<file path="config.mk">
export PLATFORM = sky130hd
export DESIGN_NAME = svcs_front
export DESIGN_NICKNAME = d
export VERILOG_FILES = /design/src/sv/svcs_pkg.sv /design/src/sv/svcs_front.sv
export SDC_FILE = /design/constraint.sdc
export NUM_CORES = 1
export LEC_CHECK = 0
export CORE_MARGIN = 3
export CORE_UTILIZATION = 30
export DETAILED_ROUTE_END_ITERATION = 6
export DONT_BUFFER_PORTS = 1
export HOLD_SLACK_MARGIN = 0.12
export MAX_ROUTING_LAYER = met4
export RECOVER_POWER = 50
export SYNTH_ARGS = -nofsm -noshare
export SYNTH_HDL_FRONTEND = slang
export SYNTH_SLANG_ARGS = --single-unit
</file>
<file path="constraint.sdc">
create_clock -name clk_i -period 3.7 [get_ports clk_i]
set_input_delay 0 -clock clk_i [delete_from_list [all_inputs] [get_ports clk_i]]
set_output_delay 0 -clock clk_i [all_outputs]
set_load 0.02 [all_outputs]
</file>
<file path="src/sv/svcs_pkg.sv">
`timescale 1ns / 1ps
package svcs_pkg;

  typedef enum logic [1:0] {
    MODE_READ  = 2'd0,
    MODE_WRITE = 2'd1,
    MODE_CLEAR = 2'd2,
    MODE_NOP   = 2'd3
  } mode_e;

  localparam int FieldW = 16;
  localparam int IdW    = 8;
  localparam int StampW = 32;

  typedef struct packed {
    mode_e             mode;
    logic [FieldW-1:0] pos_x;
    logic [FieldW-1:0] pos_y;
    logic [FieldW-1:0] pos_z;
    logic [IdW-1:0]    block_value;
  } req_t;

endpackage

</file>
<file path="src/sv/svcs_front.sv">
`timescale 1ns / 1ps
module svcs_front #(
  parameter int QDEPTH = 2
) (
  input  logic                clk_i,
  input  logic                rst_ni,
  input  logic                in_valid_i,
  output logic                in_stall_o,
  input  svcs_pkg::req_t      in_req_i,
  output logic                q_valid_o,
  input  logic                q_pop_i,
  output svcs_pkg::req_t      q_req_o
);

  localparam int PW = (QDEPTH > 1) ? $clog2(QDEPTH) : 1;

  svcs_pkg::req_t  mem_q [QDEPTH];
  logic [PW-1:0]   wp_q, rp_q;
  logic [PW:0]     cnt_q;
  logic            push;

  assign in_stall_o = (cnt_q == (PW+1)'(QDEPTH));
  assign push       = in_valid_i && !in_stall_o;
  assign q_valid_o  = (cnt_q != '0);
  assign q_req_o    = mem_q[rp_q];

  always_ff @(posedge clk_i or negedge rst_ni) begin
    if (!rst_ni) begin
      wp_q  <= '0;
      rp_q  <= '0;
      cnt_q <= '0;
    end else begin
      if (push) begin
        wp_q <= (wp_q == PW'(QDEPTH - 1)) ? '0 : wp_q + 1'b1;
      end
      if (q_pop_i) begin
        rp_q <= (rp_q == PW'(QDEPTH - 1)) ? '0 : rp_q + 1'b1;
      end
      cnt_q <= cnt_q + (PW+1)'(push) - (PW+1)'(q_pop_i);
    end
  end

  always_ff @(posedge clk_i) begin
    if (push) begin
      mem_q[wp_q] <= in_req_i;
    end
  end

endmodule

</file>
==> results of run 1 <==
## per-layer routing
layer / up-vias / GRT usage [%] / share of wire [%]
met5: - / - / 0
met4: 0 / 3.975 / 1.1
met3: 7 / 5.853 / 8.5
met2: 90 / 16.29 / 49
met1: 1000 / 11.79 / 41
li1: 935 / - / -
## power by group
| part | switching, uW | internal, uW | total [uW] | leakage (uW) |
|---|---|---|---|---|
| Clock | 535 | 1110 | 1640 | 0.000290 |
| Sequential | 114 | 1860 | 1970 | 0.00112 |
| Combinational | 821 | 442 | 1260 | 0.000595 |
## kinds of logic (layout without fill, tap and decap cells)
group | Yosys count | count (layout) | share of synthesized area, %
muxes | 58 | 58 | 15.61
and+or+nand+nor | 5 | 5 | 0.5938
xor gates and xnor gates | 4 | 4 | 0.7918
adders and majority gates | 2 | 2 | 0.5654
buffers and inverters | 9 | 100 | 1.470
DFF | 120 | 120 | 80.97
## synth_stat cells (all sizes together)
master,instances
and3,1
buf,7
dfrtp,4
edfxtp,116
ha,2
inv,2
mux2,58
nand2,1
nand2b,1
nor2,1
or2,1
xnor2,3
xor2,1
## sequential cells by signal (all words and copies together) (netlist names)
signal / count
cnt_q: 2
rp_q: 1
mem_q: 116
wp_q: 1
## cell type report
| type | instances | area share, % |
|---|---|---|
| Clock buffer | 24 | 8.228 |
| Clock inverter | 8 | 2.052 |
| Inverter | 2 | 0.1282 |
| Multi-Input combinational cell | 69 | 13.21 |
| Sequential cell | 120 | 61.21 |
| Tap cell | 180 | 3.847 |
| Timing Repair Buffer | 66 | 11.33 |
## per-stage QoR
step / hold WS, ns / total power, uW
3_3_place_gp: -0.2955 / 3238
4_1_cts: 0.2121 / 4994
3_5_place_dp: -0.2955 / 3266
5_1_grt: 0.2321 / 5127
2_1_floorplan: -0.2956 / 3073
6_report: 0.2420 / 4880
## repair_timing
item                       4_1_cts  5_1_grt
buffers inserted                 0        0
hold buffers                    62        0
setup endpoints to repair        0        0
hold endpoints to repair       124        0
## worst max-delay path by stage
stage | from | end | cells after the start
2_1_floorplan | cnt_q[1] | mem_q[0][0] | 3
3_3_place_gp | cnt_q[1] | mem_q[0][43] | 4
3_5_place_dp | cnt_q[1] | mem_q[0][43] | 4
4_1_cts | rp_q | q_req_o[55] | 2
5_1_grt | rp_q | q_req_o[1] | 2
6_report | rp_q | q_req_o[55] | 2
## critical path, delay by kind of cell, from the launching register on
family,cells,cell delay (ns)
buffers and inverters,1,0.62
DFF,1,0.92
muxes,1,0.47
## placed cells by master, fill, tap and decap left out, types with 4 or more instances in the layout
cell type        n
mux2_2          45
clkbuf_16       17
edfxtp_1       116
clkbuf_1         4
mux2_4           7
mux2_1           6
dfrtp_1          4
dlygate4sd3_1   62
==> flow_metrics.env, run 1 <==
export IMPL_cts_tree="built"
export IMPL_slew_violations=0
export IMPL_powerDensity_nw_per_um2=833.6
export IMPL_dp_cells=375
export IMPL_reg2regPathDepth=3
export IMPL_nNetsFinal=340
export IMPL_fin_area_um2=5854
export IMPL_hold_depth=1
export IMPL_coreArea_um2=14150
export IMPL_ios=122
export IMPL_hp_class="input port to flip-flop"
export IMPL_syn_area_per_cell_um2=22.35
export IMPL_timing_rr_start="cnt_q[1]"
export IMPL_antenna_found_initial=0
export IMPL_die_area_um2=16240
export IMPL_cts_max_level=4
export IMPL_finalCritPeriodShare_pct=66.33
export IMPL_viasPerCell=4.333
export IMPL_tightest_slew_ns=1.067
export IMPL_yosysTopAreaCell="edfxtp_1"
export IMPL_diodes=0
export IMPL_final_core_util_pct=41.37
export IMPL_cp_slowest_cell="dfrtp_1"
export IMPL_setup_slack_ns=1.246
export IMPL_cts_buffers=17
export IMPL_cts_buffer_depth=2
export IMPL_fin_tns_setup_ns=0
export IMPL_wl_mm=7.819
export IMPL_fin_cells=469
export IMPL_first_pass_iters=4
export IMPL_netlist_area_um2=4425
export IMPL_grt_overflow_total=0
export IMPL_drt_initial_drc_count=96
export IMPL_routedWlPerCell_um=16.67
export IMPL_grt_pass1_vias=2326
export IMPL_vias=2032
export IMPL_yosysSeqAreaShare_pct=80.97
export IMPL_skew_ns=0.01660
export IMPL_preCtsSetupSlack_ns=1.691
export IMPL_critPathMaxStageDelay_ns=0.92
export IMPL_mappedNetlistNets=262
export IMPL_n_fill_cell=1260
export IMPL_drive_above_1_share_pct=29.76
export IMPL_port_buffers=0
export IMPL_drc=0
export IMPL_register_area_um2=3583
export IMPL_hold_end="mem_q[0][44]"
export IMPL_status="finished, final reports clean"
export IMPL_fmax_ghz=0.4075
export IMPL_r2r_end="mem_q[1][7]"
export IMPL_grt_max_degree=41
export IMPL_area_delta_synth_final_pct=32.29
export IMPL_clk_pin_slew_ns=0.05
export IMPL_end_kind="primary output"
export IMPL_dp_hpwl_mm=4.834
export IMPL_layout_min_cycle_time_ns=2.454
export IMPL_groute_usage_overall_pct=10.68
export IMPL_start_util_pct=31.28
export IMPL_holdCritStartpoint="in_req_i[44]"
export IMPL_ant_nets=0
export IMPL_critical_path_class="flip-flop to primary output"
export IMPL_place_congestion=0.7177
export IMPL_root_buffer="clkbuf_16"
export IMPL_ys_types=16
export IMPL_die_x_um=127.5
export IMPL_crit_chain="buf_4, mux2_2"
export IMPL_grt_pass1_wl_mm=12.36
export IMPL_multi_input_area_um2=773.2
export IMPL_slew_headroom_pct=28.84
export IMPL_cts_resized_gates=0
export IMPL_num_rows=43
export IMPL_yosysTopAreaCellShare_pct=78.71
export IMPL_reg2reg_slack_ns=1.53
export IMPL_yosys_top_cells_area="edfxtp_1 79%, mux2_2 12%, mux2_4 3.4%, dfrtp_1 2.3%, xnor2_1 0.59%"
export IMPL_crit_required_ns=3.70
export IMPL_critPathLaunchType="flip-flop"
export IMPL_setup_violations_final=0
export IMPL_cap_violations=0
export IMPL_hold_violations=0
export IMPL_synth_seq_cells=120
export IMPL_cp_arrival_ns=2.45
export IMPL_cts_sinks=120
export IMPL_fp_dieH_um=127.5
export IMPL_synthCells=198
export IMPL_clk_latency_ns=0.41
export IMPL_crit_fanout=40
export IMPL_ys_warnings_count=0
export IMPL_peakVddDrop_uv=443.8
export IMPL_rsz0062_at_grt="no"
export IMPL_p_leak_uw=0.002009
export IMPL_dpl_instance_area_um2=4646
Power figures use the tool's default switching activity.
==> inputs of run 2 (changes only) <==
==> constraint.sdc (replaced) <==
create_clock -name clk_i -period 2 [get_ports clk_i]
set_input_delay 0 -clock clk_i [delete_from_list [all_inputs] [get_ports clk_i]]
set_output_delay 0 -clock clk_i [all_outputs]
set_load 0.02 [all_outputs]
==> run 2 against run 1 <==
Routed wire length rose by 3.1%. Sequential power rose by 82%. Non-clock buffer count rose by 2. Clock-buffer cell count fell by 6. Critical path type unchanged.
==> flow_metrics.env, run 2 (synthesis gave the netlist of run 1 again) <==
export IMPL_reg_largest_list="mem_q x116, cnt_q x2"
export IMPL_end_kind="primary output"
export IMPL_drt_initial_drc_count=85
export IMPL_vias=2062
export IMPL_place_congestion=0.6594
export IMPL_fin_area_um2=5802
export IMPL_fmax_ghz=0.5937
export IMPL_grt_pass1_vias=2346
export IMPL_cts_setup_buffers=0
export IMPL_wl_mm=8.060
export IMPL_powerDensity_nw_per_um2=1519
export IMPL_hold_end="mem_q[1][26]"
export IMPL_clk_pin_slew_ns=0.05
export IMPL_root_buffer="clkbuf_16"
export IMPL_nNetsFinal=342
export IMPL_final_common_cell="edfxtp_1"
export IMPL_r2r_end="mem_q[0][38]"
export IMPL_reg2reg_slack_ns=0.39
export IMPL_n_fill_cell=1278
export IMPL_first_pass_iters=4
export IMPL_cts_max_level=4
export IMPL_slew_violations=0
export IMPL_coreArea_um2=14150
export IMPL_critPathLaunchType="flip-flop"
export IMPL_finalCritPeriodShare_pct=84.21
export IMPL_drive_above_1_share_pct=30.93
export IMPL_fp_dieH_um=127.5
export IMPL_cts_buffer_depth=2
export IMPL_largest_reg_flops=116
export IMPL_skew_ns=0.005274
export IMPL_critical_path_class="flip-flop to primary output"
export IMPL_holdCritStartpoint="in_valid_i"
export IMPL_die_x_um=127.5
export IMPL_largest_register="mem_q"
export IMPL_num_rows=43
export IMPL_cp_arrival_ns=1.68
export IMPL_crit_required_ns=2.00
export IMPL_tightest_slew_ns=0.4826
export IMPL_ios=122
export IMPL_grt_overflow_total=0
export IMPL_reg2regPathDepth=4
export IMPL_dpl_instance_area_um2=4673
export IMPL_viasPerCell=4.378
export IMPL_antenna_found_initial=0
export IMPL_start_util_pct=31.28
export IMPL_p_leak_uw=0.001963
export IMPL_clk_latency_ns=0.40
export IMPL_dp_hpwl_mm=5.019
export IMPL_die_area_um2=16240
export IMPL_layout_min_cycle_time_ns=1.684
export IMPL_rsz0062_at_grt="no"
export IMPL_grt_pass1_wl_mm=12.88
export IMPL_fin_tns_setup_ns=0
export IMPL_hp_class="input port to flip-flop"
export IMPL_status="finished, final reports clean"
export IMPL_port_buffers=0
export IMPL_area_delta_synth_final_pct=31.10
export IMPL_crit_fanout=31
export IMPL_cts_tree="built"
export IMPL_routedWlPerCell_um=17.11
export IMPL_slew_headroom_pct=67.83
export IMPL_cts_sinks=120
export IMPL_drc=0
export IMPL_grt_max_degree=32
export IMPL_hold_depth=2
export IMPL_layout_common_cells="116 x edfxtp_1, 62 x dlygate4sd3_1, 48 x mux2_2, 17 x clkbuf_16, 8 x mux2_1"
export IMPL_setup_violations_final=0
export IMPL_cts_buffers=17
export IMPL_cap_violations=0
export IMPL_hold_violations=0
export IMPL_timing_rr_start="cnt_q[1]"
export IMPL_groute_usage_overall_pct=10.94
export IMPL_diodes=0
export IMPL_ant_nets=0
export IMPL_peakVddDrop_uv=640.2
run 2: metrics by stage:
stage	util [%]	setup WS (ns)	total power (uW)	hold slack, ns	cells
after floorplan	-	0.1080	5667	-0.2956	198
after global placement	33.03	0.4971	6049	-0.2954	377
after detailed placement	33.03	0.4172	6096	-0.2954	377
after CTS	41.39	0.3565	9101	0.2239	471
after global routing	41.00	0.2446	9256	0.2319	471
final	41.00	0.3157	8812	0.2327	471
run 2: worst max-delay path by stage:
stage / start / end / slack, ns / cells after the start
after floorplan: cnt_q[1] / mem_q[0][0] / 0.11 / 3
after global placement: cnt_q[1] / cnt_q[1] / 0.50 / 7
after detailed placement: cnt_q[1] / cnt_q[1] / 0.42 / 7
after CTS: rp_q / q_req_o[17] / 0.36 / 2
after global routing: rp_q / q_req_o[31] / 0.24 / 2
final: rp_q / q_req_o[31] / 0.32 / 2
run 2: where the power goes:
group | internal [uW] | switching [uW]
clock | 1810 | 1030
sequential | 3440 | 131
combinational | 783 | 1610
total | 6040 | 2770
run 2: final cells by class:
type | count | area, um^2 | area share [%]
well taps | 180 | 225.2 | 3.882
repair buffers | 68 | 665.6 | 11.47
clock buffers | 18 | 429.2 | 7.397
clock inverters | 14 | 133.9 | 2.308
multi-input cells | 69 | 755.7 | 13.03
flip-flops and latches | 120 | 3585 | 61.79
inverters | 2 | 7.507 | 0.1294
run 2: repair_timing:
| action | in CTS | in global routing |
|---|---|---|
| endpoints found under the setup margin | 0 | 0 |
| resized for setup | 0 | 0 |
| hold buffers | 62 | 0 |
| endpoints found under the hold margin | 124 | 0 |
run 2: metal layers:
layer  up-vias  GRT usage (%)  routed length (um)
met4         0          4.732                 130
met3         8          4.473                 522
met2        75          17.87                4196
met5         -              -                   0
li1        942              -                   -
met1      1037          11.73                3210
run 2: worst max-delay path: stages, from the launching register on:
cell and delay (ns):
dfrtp_2 0.35, clkbuf_4 0.42, mux2_1 0.49
